**src/hdl/assert_macros.svh**
```systemverilog
// assertion helpers shared by the rtl files
`ifndef ASSERT_MACROS_SVH
`define ASSERT_MACROS_SVH

// same-cycle implication, off while reset is held
`define AST_IMP(lbl, ck, rn, ant, con) \
  lbl: assert property (@(posedge ck) disable iff (!(rn)) (ant) |-> (con)) \
    else $error("same-cycle implication violated");

// next-cycle implication, off while reset is held
`define AST_NXT(lbl, ck, rn, ant, con) \
  lbl: assert property (@(posedge ck) disable iff (!(rn)) (ant) |=> (con)) \
    else $error("next-cycle implication violated");

`endif

```
**src/hdl/qrl_pkg.sv**
```systemverilog
package qrl_pkg;

  // operation select carried in the func field
  localparam logic FUNC_DIV = 1'b0;
  localparam logic FUNC_LOG = 1'b1;

  // divider status seen by the sequencer
  typedef struct packed {
    logic busy;
    logic done;
  } div_sts_t;

endpackage

```
**src/hdl/qrl_in_if.sv**
```systemverilog
interface qrl_in_if #(
  parameter int DATA_WIDTH = 32
);
  logic                  valid;
  logic                  ready;
  logic                  func;
  logic [DATA_WIDTH-1:0] value_a;
  logic [DATA_WIDTH-1:0] value_b;

  modport source (output valid, output func, output value_a, output value_b, input ready);
  modport sink (input valid, input func, input value_a, input value_b, output ready);
endinterface

```
**src/hdl/qrl_out_if.sv**
```systemverilog
interface qrl_out_if #(
  parameter int DATA_WIDTH = 32
);
  logic                  valid;
  logic                  ready;
  logic [DATA_WIDTH-1:0] quotient;
  logic [DATA_WIDTH-1:0] remainder;
  logic                  bad_operand;

  modport source (output valid, output quotient, output remainder, output bad_operand,
                  input ready);
  modport sink (input valid, input quotient, input remainder, input bad_operand,
                output ready);
endinterface

```
**src/hdl/quotient_remainder_or_log_top.sv**
```systemverilog
// channel  | modport | beat contents
// in_bus   | sink    | func, value_a, value_b
// out_bus  | source  | quotient, remainder, bad_operand
//
// division: one shared restoring divider, one quotient bit per cycle
// logarithm: the divider reruns once per power k found
// bad operands and a log of a value below its base skip the divider and go to S_OUT
// in_bus.ready is high only when idle; a finished result waits while out_bus stalls
// rst_n is synchronous and clears the sequencer and the output valid

`include "assert_macros.svh"

module quotient_remainder_or_log_top #(
  parameter int DATA_WIDTH = 32
) (
  input logic clk,
  input logic rst_n,
  qrl_in_if.sink   in_bus,
  qrl_out_if.source out_bus
);
  import qrl_pkg::*;

  localparam int K_W = $clog2(DATA_WIDTH);

  typedef enum logic [1:0] {
    S_IDLE,
    S_DIV,
    S_OUT
  } state_t;

  state_t                state_r;
  logic                  func_r;
  logic [DATA_WIDTH-1:0] b_r;
  logic [K_W-1:0]        k_r;
  logic [DATA_WIDTH-1:0] res_q_r;
  logic [DATA_WIDTH-1:0] res_r_r;
  logic                  res_bad_r;
  logic                  out_valid_r;
  logic [DATA_WIDTH-1:0] out_q_r;
  logic [DATA_WIDTH-1:0] out_rem_r;
  logic                  out_bad_r;

  logic                  in_acc;
  logic                  bad_in;
  logic                  a_lt_b;
  logic                  log_more;
  logic [K_W-1:0]        k_inc;
  logic                  div_start;
  logic [DATA_WIDTH-1:0] div_a;
  logic [DATA_WIDTH-1:0] div_q;
  logic [DATA_WIDTH-1:0] div_rem;
  div_sts_t              div_sts;

  assign in_bus.ready = (state_r == S_IDLE);
  assign in_acc       = in_bus.valid && in_bus.ready;

  always_comb begin
    a_lt_b = in_bus.value_a < in_bus.value_b;
    if (in_bus.func == FUNC_DIV) begin
      bad_in = (in_bus.value_b == '0);
    end else begin
      bad_in = (in_bus.value_b[DATA_WIDTH-1:1] == '0) || (in_bus.value_a == '0);
    end
  end

  // log: keep dividing by the base while the running value is still >= base
  assign log_more = div_q >= b_r;
  assign k_inc    = k_r + 1'b1;

  assign div_start = (in_acc && !bad_in && !(in_bus.func == FUNC_LOG && a_lt_b)) ||
                     (state_r == S_DIV && div_sts.done && func_r == FUNC_LOG && log_more);
  assign div_a     = (state_r == S_IDLE) ? in_bus.value_a : div_q;

  qrl_div #(
    .DATA_WIDTH(DATA_WIDTH)
  ) u_div (
    .clk       (clk),
    .rst_n     (rst_n),
    .start     (div_start),
    .dividend  (div_a),
    .divisor   ((state_r == S_IDLE) ? in_bus.value_b : b_r),
    .quotient  (div_q),
    .remainder (div_rem),
    .sts       (div_sts)
  );

  always_ff @(posedge clk) begin
    if (!rst_n) begin
      state_r     <= S_IDLE;
      out_valid_r <= 1'b0;
    end else begin
      if (state_r == S_OUT && (!out_valid_r || out_bus.ready)) begin
        out_valid_r <= 1'b1;
      end else if (out_bus.ready) begin
        out_valid_r <= 1'b0;
      end
      case (state_r)
        S_IDLE: begin
          if (in_acc) begin
            func_r <= in_bus.func;
            b_r    <= in_bus.value_b;
            k_r    <= '0;
            if (bad_in) begin
              res_q_r   <= '0;
              res_r_r   <= '0;
              res_bad_r <= 1'b1;
              state_r   <= S_OUT;
            end else if (in_bus.func == FUNC_LOG && a_lt_b) begin
              res_q_r   <= '0;
              res_r_r   <= in_bus.value_a;
              res_bad_r <= 1'b0;
              state_r   <= S_OUT;
            end else begin
              state_r <= S_DIV;
            end
          end
        end
        S_DIV: begin
          if (div_sts.done) begin
            res_bad_r <= 1'b0;
            if (func_r == FUNC_DIV) begin
              res_q_r <= div_q;
              res_r_r <= div_rem;
              state_r <= S_OUT;
            end else begin
              k_r <= k_inc;
              if (!log_more) begin
                res_q_r <= DATA_WIDTH'(k_inc);
                res_r_r <= div_q;
                state_r <= S_OUT;
              end
            end
          end
        end
        S_OUT: begin
          if (!out_valid_r || out_bus.ready) begin
            out_q_r   <= res_q_r;
            out_rem_r <= res_r_r;
            out_bad_r <= res_bad_r;
            state_r   <= S_IDLE;
          end
        end
        default: begin
          state_r <= S_IDLE;
        end
      endcase
    end
  end

  assign out_bus.valid       = out_valid_r;
  assign out_bus.quotient    = out_q_r;
  assign out_bus.remainder   = out_rem_r;
  assign out_bus.bad_operand = out_bad_r;

  `AST_IMP(a_ready_div_idle, clk, rst_n, in_bus.ready, !div_sts.busy)
  `AST_IMP(a_done_in_div, clk, rst_n, div_sts.done, state_r == S_DIV)
  `AST_IMP(a_bad_zero, clk, rst_n, out_valid_r && out_bad_r, out_q_r == '0 && out_rem_r == '0)

endmodule

```
**src/hdl/qrl_div.sv**
```systemverilog
`include "assert_macros.svh"

module qrl_div #(
  parameter int DATA_WIDTH = 32
) (
  input  logic                  clk,
  input  logic                  rst_n,
  input  logic                  start,
  input  logic [DATA_WIDTH-1:0] dividend,
  input  logic [DATA_WIDTH-1:0] divisor,
  output logic [DATA_WIDTH-1:0] quotient,
  output logic [DATA_WIDTH-1:0] remainder,
  output qrl_pkg::div_sts_t     sts
);
  import qrl_pkg::*;

  localparam int CNT_W = $clog2(DATA_WIDTH);
  localparam logic [CNT_W-1:0] CNT_INIT = CNT_W'(DATA_WIDTH - 1);

  logic [DATA_WIDTH-1:0] divisor_r;
  logic [DATA_WIDTH-1:0] rem_r;
  logic [DATA_WIDTH-1:0] quo_r;
  logic [CNT_W-1:0]      cnt_r;
  logic                  busy_r;
  logic                  done_r;

  logic [DATA_WIDTH:0]   shifted;
  logic [DATA_WIDTH+1:0] diff;
  logic                  borrow;

  // restoring step: bring in the next dividend bit, try to subtract
  assign shifted = {rem_r, quo_r[DATA_WIDTH-1]};
  assign diff    = {1'b0, shifted} - {2'b00, divisor_r};
  assign borrow  = diff[DATA_WIDTH+1];

  always_ff @(posedge clk) begin
    if (!rst_n) begin
      busy_r <= 1'b0;
      done_r <= 1'b0;
    end else begin
      done_r <= 1'b0;
      if (start) begin
        divisor_r <= divisor;
        rem_r     <= '0;
        quo_r     <= dividend;
        cnt_r     <= CNT_INIT;
        busy_r    <= 1'b1;
      end else if (busy_r) begin
        rem_r <= borrow ? shifted[DATA_WIDTH-1:0] : diff[DATA_WIDTH-1:0];
        quo_r <= {quo_r[DATA_WIDTH-2:0], ~borrow};
        cnt_r <= cnt_r - 1'b1;
        if (cnt_r == '0) begin
          busy_r <= 1'b0;
          done_r <= 1'b1;
        end
      end
    end
  end

  assign quotient  = quo_r;
  assign remainder = rem_r;
  assign sts.busy  = busy_r;
  assign sts.done  = done_r;

  `AST_IMP(a_start_idle, clk, rst_n, start, !busy_r)
  `AST_NXT(a_start_busy, clk, rst_n, start, busy_r && !done_r)
  `AST_IMP(a_rem_below, clk, rst_n, done_r, rem_r < divisor_r)

endmodule

```
**src/flat_wrapper.sv**
```systemverilog
// flat-port wrapper written by rule: the top's interface ports become plain ports
module quotient_remainder_or_log_top_flat import qrl_pkg::*;
#(
  parameter int DATA_WIDTH = 32
)
  (clk, rst_n, in_bus_valid, in_bus_func, in_bus_value_a, in_bus_value_b, in_bus_ready, out_bus_valid, out_bus_quotient, out_bus_remainder, out_bus_bad_operand, out_bus_ready);
  qrl_in_if #(.DATA_WIDTH(DATA_WIDTH)) in_bus_i ();
  qrl_out_if #(.DATA_WIDTH(DATA_WIDTH)) out_bus_i ();
  input logic clk;
  input logic rst_n;
  input wire logic [$bits(in_bus_i.valid)-1:0] in_bus_valid;
  input wire logic [$bits(in_bus_i.func)-1:0] in_bus_func;
  input wire logic [$bits(in_bus_i.value_a)-1:0] in_bus_value_a;
  input wire logic [$bits(in_bus_i.value_b)-1:0] in_bus_value_b;
  output wire logic [$bits(in_bus_i.ready)-1:0] in_bus_ready;
  output wire logic [$bits(out_bus_i.valid)-1:0] out_bus_valid;
  output wire logic [$bits(out_bus_i.quotient)-1:0] out_bus_quotient;
  output wire logic [$bits(out_bus_i.remainder)-1:0] out_bus_remainder;
  output wire logic [$bits(out_bus_i.bad_operand)-1:0] out_bus_bad_operand;
  input wire logic [$bits(out_bus_i.ready)-1:0] out_bus_ready;
  assign in_bus_i.valid = in_bus_valid;
  assign in_bus_i.func = in_bus_func;
  assign in_bus_i.value_a = in_bus_value_a;
  assign in_bus_i.value_b = in_bus_value_b;
  assign in_bus_ready = in_bus_i.ready;
  assign out_bus_valid = out_bus_i.valid;
  assign out_bus_quotient = out_bus_i.quotient;
  assign out_bus_remainder = out_bus_i.remainder;
  assign out_bus_bad_operand = out_bus_i.bad_operand;
  assign out_bus_i.ready = out_bus_ready;
  quotient_remainder_or_log_top #(.DATA_WIDTH(DATA_WIDTH)) u_core (.clk(clk), .rst_n(rst_n), .in_bus(in_bus_i), .out_bus(out_bus_i));
endmodule
```
**config.mk**
```make
export PLATFORM = sky130hd
export DESIGN_NAME = quotient_remainder_or_log_top_flat
export DESIGN_NICKNAME = d
export VERILOG_FILES = /design/src/hdl/qrl_pkg.sv /design/src/hdl/qrl_in_if.sv /design/src/hdl/qrl_out_if.sv /design/src/hdl/quotient_remainder_or_log_top.sv /design/src/hdl/qrl_div.sv /design/src/flat_wrapper.sv
export VERILOG_INCLUDE_DIRS = /design/src /design/src/hdl
export SDC_FILE = /design/constraint.sdc
export NUM_CORES = 1
export LEC_CHECK = 0
export BUFFER_PORTS_ARGS = -buffer_cell sky130_fd_sc_hd__clkbuf_2
export CAP_MARGIN = 20
export CORE_UTILIZATION = 56
export CTS_BUF_LIST = sky130_fd_sc_hd__clkbuf_8
export DETAILED_ROUTE_END_ITERATION = 10
export MAX_ROUTING_LAYER = met4
export PLACE_DENSITY_LB_ADDON = 0.15
export SYNTH_ARGS = -nofsm -noshare
export SYNTH_HDL_FRONTEND = slang
export SYNTH_SLANG_ARGS = --single-unit
```
**constraint.sdc**
```tcl
create_clock -name clk -period 7.8 [get_ports clk]
set_input_delay 0.78 -clock clk [delete_from_list [all_inputs] [get_ports clk]]
set_output_delay 0.78 -clock clk [all_outputs]
set_load 0.005 [all_outputs]
```
# Yosys cells after proc, flatten, opt, wreduce, memory -nomap -nowiden
# Cells that the tools add are included.
[word_totals] register_bits=274 latch_bits=0 ramBits=0 rom_bits=0 input_bits=69 out_inout_bits=67 wordCells=111 memories=0
[op_classes] addsub=3 n_mul=0 n_div=0 order_cmp=2 n_eq_ne=9 shift=0 n_mux=45 bitwise_logic=3 reduce_logical=32
[op_table] operator="32-bit 2-to-1 mux" count=18
[op_table] operator="32-bit case mux with 2 select lines" count=2
[op_table] operator="32-bit zero test" count=2
[op_table] operator="33-bit by 32-bit subtractor with 34-bit output" count=1
[op_table] operator="32-bit greater-or-equal comparator" count=1
[op_table] operator="32-bit < comparator" count=1
[op_table] operator="31-bit zero test" count=1
[op_table] operator="5-bit 2-to-1 mux" count=4
[op_table] operator="2-bit 2-to-1 mux" count=7
[op_table] operator="1-bit 2-to-1 mux" count=11
[op_table] operator="5-bit case mux with 2 select lines" count=1
[op_table] operator="5-bit AND reduction" count=2
[op_table] operator="3-bit AND reduction" count=3
[op_table] operator="1-bit logical AND" count=8
[op_table] operator="2-bit != test, second input constant" count=3
[op_table] operator="3-bit != test, second input constant" count=2
[op_table] operator="2-bit case mux with 3 select lines" count=1
[op_table] operator="6-bit AND reduction" count=1
[op_table] operator="2-bit nonzero test" count=3
[op_table] operator="5-bit by 1-bit adder with 5-bit output, second input constant" count=1
[op_table] operator="5-bit zero test" count=1
[op_table] operator="5-bit by 1-bit subtractor with 5-bit output, second input constant" count=1
[op_table] operator="2-bit by 1-bit != test with 1-bit output, second input constant" count=2
[op_table] operator="2-bit AND reduction" count=2
[op_table] operator="other kinds (9)" count=15

# Longest topological paths before layout
[logic_depth] word_depth=9 depth_mapped=13 depth_no_buf=11

# By module
# A second synthesis with hierarchy kept.
[unflattened] hier_cells=1265 area_unflattened_um2=14769.2
[modules_own_cells] mod="quotient_remainder_or_log_top" instances=1 cells_each=716 area_per_inst_um2=8717.1 seq_area_each_um2=5104.9
[modules_own_cells] mod="qrl_div" instances=1 cells_each=549 area_per_inst_um2=6052.1 seq_area_each_um2=3072.9

# Worst setup path before layout
# Ideal clock, no wire load.
[synth_timing] path_type="input-to-reg" start="input in_bus_value_b[29]" end="register u_core.res_q_r[0], enable pin" arrival_time_ns=6.925 path_slack_ns=0.297 path_stages=10 path_buffers=1 cell_sequence="inv_1 ha_1 a21o_1 a21o_1 a211o_1 o21ba_1 a21bo_1 buf_4 nor3_1 nor3b_1"
[synth_via] elab_chain_len=5
[synth_rtl] item="from (decl)" line_no="flat_wrapper.sv:14" source="input wire logic [$bits(in_bus_i.value_b)-1:0] in_bus_value_b;"
[synth_rtl] item="branches (longest 3 deep; another with 32-bit < comparator)"
[synth_rtl] item="3-bit != test (no line) *"
[synth_rtl] item="6-bit AND reduction (no line) *"
[synth_rtl] item="to (signal assigned)" line_no="quotient_remainder_or_log_top.sv:122" source="res_q_r <= div_q;"
[synth_rtl] item="to (signal assigned)" line_no="quotient_remainder_or_log_top.sv:128" source="res_q_r <= DATA_WIDTH'(k_inc);"
[synth_rtl] item="to (decl)" line_no="quotient_remainder_or_log_top.sv:35" source="logic [DATA_WIDTH-1:0] res_q_r;"
# Mark *: on every way between the ends.
# A chain may end at the register's enable or synchronous reset.

# Final worst setup path
[layout_timing] start="register u_core.u_div.quo_r[11], in the netlist u_core.u_div.quotient[11]" end="register u_core.u_div.rem_r[9], in the netlist u_core.u_div.remainder[9], enable pin"
[layout_via] elab_chain_len=5
[layout_rtl] item="from (decl)" line_no="qrl_div.sv:22" source="logic [DATA_WIDTH-1:0] quo_r;"
[layout_rtl] item="from (signal assigned)" line_no="qrl_div.sv:45" source="quo_r <= dividend;"
[layout_rtl] item="from (signal assigned)" line_no="qrl_div.sv:50" source="quo_r <= {quo_r[DATA_WIDTH-2:0], ~borrow};"
[layout_rtl] item="32-bit greater-or-equal comparator" line_no="quotient_remainder_or_log_top.sv:67" source="assign log_more = div_q >= b_r;"
[layout_rtl] item="1-bit logical AND" line_no="quotient_remainder_or_log_top.sv:71" source="(state_r == S_DIV && div_sts.done && func_r == FUNC_LOG && log_more);"
[layout_rtl] item="1-bit logical OR" line_no="quotient_remainder_or_log_top.sv:70" source="assign div_start = (in_acc && !bad_in && !(in_bus.func == FUNC_LOG && a_lt_b)) ||"
[layout_rtl] item="2-bit nonzero test (no line)"
[layout_rtl] item="2-bit AND reduction (no line)"
[layout_rtl] item="to (signal assigned)" line_no="qrl_div.sv:49" source="rem_r <= borrow ? shifted[DATA_WIDTH-1:0] : diff[DATA_WIDTH-1:0];"
[layout_rtl] item="to (decl)" line_no="qrl_div.sv:21" source="logic [DATA_WIDTH-1:0] rem_r;"
# Every way passes these cells.

==> results.cfg <==
[detailed_routing]
wirelength_microns = 35600
initialDrtViolationCount = 986
drc_errors = 0
ant_nets = 0
dr_total_vias = 10091
first_pass_iters = 5
wl_per_cell_microns = 20.55
vias_per_cell = 5.826

[clock_tree]
holdBufCountCts = 0
cts-resized-gates = 0
post-cts-setup-buffers = 0
htreeDepth = 2
root_buffer = clkbuf_8
tritoncts = built
path_clk_slew_ps = 60
clock_sinks = 274
clockBufferDepth = 3
clock_latency_ps = 540
numCtsBuffers = 43

[yosys]
ys_seq_area_frac = 0.5688
avgSynthCellArea_sq_um = 11.78
synth_nets = 1387
synth_adder_area_share = 0.08581
yosysWarnings = 0
ys_ff_latch = 274
synthCells = 1220
synth_mux_area_frac = 0.05169
synth_xor_area_frac = 0.01584
synth_top_family_by_area = compound AO/OA/AOI/OAI gates
synth_area_leaders = edfxtp_1, ha_1, nand2_1
synth_area_leader_cell = edfxtp_1
ys.flop_type = edfxtp_1
yosys.area_share.simple = 0.1072
synth_edf_count = 269
synth_compound_gate_area_share = 0.1278
yosysUniqueCellTypes = 75
synth_top_area_share = 0.5618
synth_area_sq_um = 14380
async_flop_share = 0

[global_routing]
grt_pass1_vias = 9390
grt_pass1_wl_microns = 54240
grt_max_degree = 77
antenna_found_initial = 1
track_usage = 0.2834
globalRouteOverflowTotal = 0

[sta]
finClkSkew_ps = 10.28
drv_slew = 0
grt_setup_unrepaired = no
tns_ps = 0
final_hold_viol_count = 0
period_minus_slack_ps = 3976
fin_crit_sh = 0.5097
finalSetupViolCount = 0
relSlewSlack = 0.3170
fmax_mhz = 251.5
max_slew.worst_pin.slew_ps = 1025

[cells_and_area]
final_area_sq_um = 16150
area_growth_pct = 12.35
finalNetCount = 1536
fillers = 1947
finalNonFillerCells = 1732
drive_above_1_share = 0.1892
final_cell_mix = edfxtp_1, nand2_1, clkbuf_2
layout_commonest_cell = edfxtp_1
multi_input_area_sq_um = 5629
ff_latch_area_sq_um = 8178

[setup_path]
critPathBufInv = 1
end_kind = flop
startpoint_type = flop
crit_required_ps = 8050
worstPathCellList = ha_1 > a21oi_1 > o21ai_0 > a221oi_1 > o22ai_1 > o31ai_2 > or2_1 > o21a_2 > a21boi_4 > buf_4
cp.depth = 10
crit_arrival_ps = 4220
slowest_delay_ps = 880
crit_slowest_cell = o21a_2
ff2ff_path_depth = 10
crit_type = flop to flop
worst_path_dominant_cell_family = compound AO/OA/AOI/OAI gates
path_max_fanout = 39

[hold_path]
hold_depth = 0
hp-class = flop to flop

[place]
numPortBuffers = 135
dp_hpwl_microns = 26760
gp_congestion = 0.9381
place_inst = 1654
placed_cell_area_sq_um = 15410

[run_status]
status = completed

[floorplanning]
ios = 136
die_w_microns = 162.2
row_count = 58
core_area_sq_um = 25180
chipHeight_microns = 162.2
initial_utilization = 0.5710
die_area_sq_um = 26320

[pwr]
irDropWorstVdd_mv = 0.1236
power.density_nw_per_um2 = 228.0
power.leakage_nw = 6.717

[run]
max_cap_violations = 0
-- through the flow --
step	power (mW)	setup WS (ps)	utilization	hold slack, ps
5_1_grt	3.852	3589	0.6415	426.8
3_3_place_gp	2.619	3332	0.6118	402.3
4_1_cts	3.695	3808	0.6414	419.5
3_5_place_dp	2.636	3230	0.6118	404.5
6_report	3.684	3824	0.6415	418.0
2_1_floorplan	2.396	297.0	-	400.3
-- power breakdown --
part	internal (mW)	total, mW	switching, mW
Sequential	1.77	1.85	0.0812
Clock	0.525	1.06	0.538
Combinational	0.301	0.766	0.465
Total	2.60	3.68	1.08
-- metal layers --
layer | global-route usage | vias to the layer above | routed length (microns)
met1 | 0.4171 | 4829 | 16640
li1 | - | 4835 | -
met3 | 0.04009 | 55 | 2452
met5 | - | - | 0
met4 | 0.08448 | 0 | 852
met2 | 0.4077 | 372 | 15650
-- worst paths after layout --
path	slack, ps	from	end
max	3820	u_core.u_div.quotient[11]	u_core.u_div.remainder[9]
min	420	u_core.res_q_r[18]	u_core.out_bus.quotient[18]
max reg2reg	3820	u_core.u_div.quotient[11]	u_core.u_div.remainder[9]
min reg2reg	420	u_core.res_q_r[18]	u_core.out_bus.quotient[18]
-- sequential cells by signal, indices dropped and copies added (netlist names), 5 cells and up --
register	count
u_core.u_div.remainder	32
u_core.out_bus.quotient	32
u_core.u_div.divisor_r	32
u_core.k_r	5
u_core.u_div.cnt_r	5
u_core.out_bus.remainder	32
u_core.u_div.quotient	32
u_core.b_r	32
u_core.res_r_r	32
u_core.res_q_r	32
-- final cells by class --
class,count,area share
sequential,274,0.5063
multi-input combinational,793,0.3485
timing repair buffer,149,0.04833
clock buffer,44,0.03749
tap,330,0.02556
inverter,108,0.02510
clock inverter,33,0.008598
antenna,1,0.0001549
-- cell families (layout without fill, tap and decap cells) --
kind of cell               Yosys count  count (layout)
and+or+nand+nor                    315             315
AOI/OAI and AO/OA                  284             284
DFF                                274             274
buffers and inverters              153             334
adders and majority gates           98              98
muxes                               70              70
xor gates and xnor gates            26              26
other                                0               1
-- cell usage after synthesis, types with 16 or more instances --
cell and number:
ha_1 97, clkbuf_1 29, nor2_1 44, a21o_1 33
and2_1 31, a21oi_1 66, mux2i_1 36, nand2_1 138
a211oi_1 16, o21ai_0 65, inv_1 108, edfxtp_1 269
o22ai_1 35, mux2_2 32
Note: power is estimated with default switching activity, not from simulation.
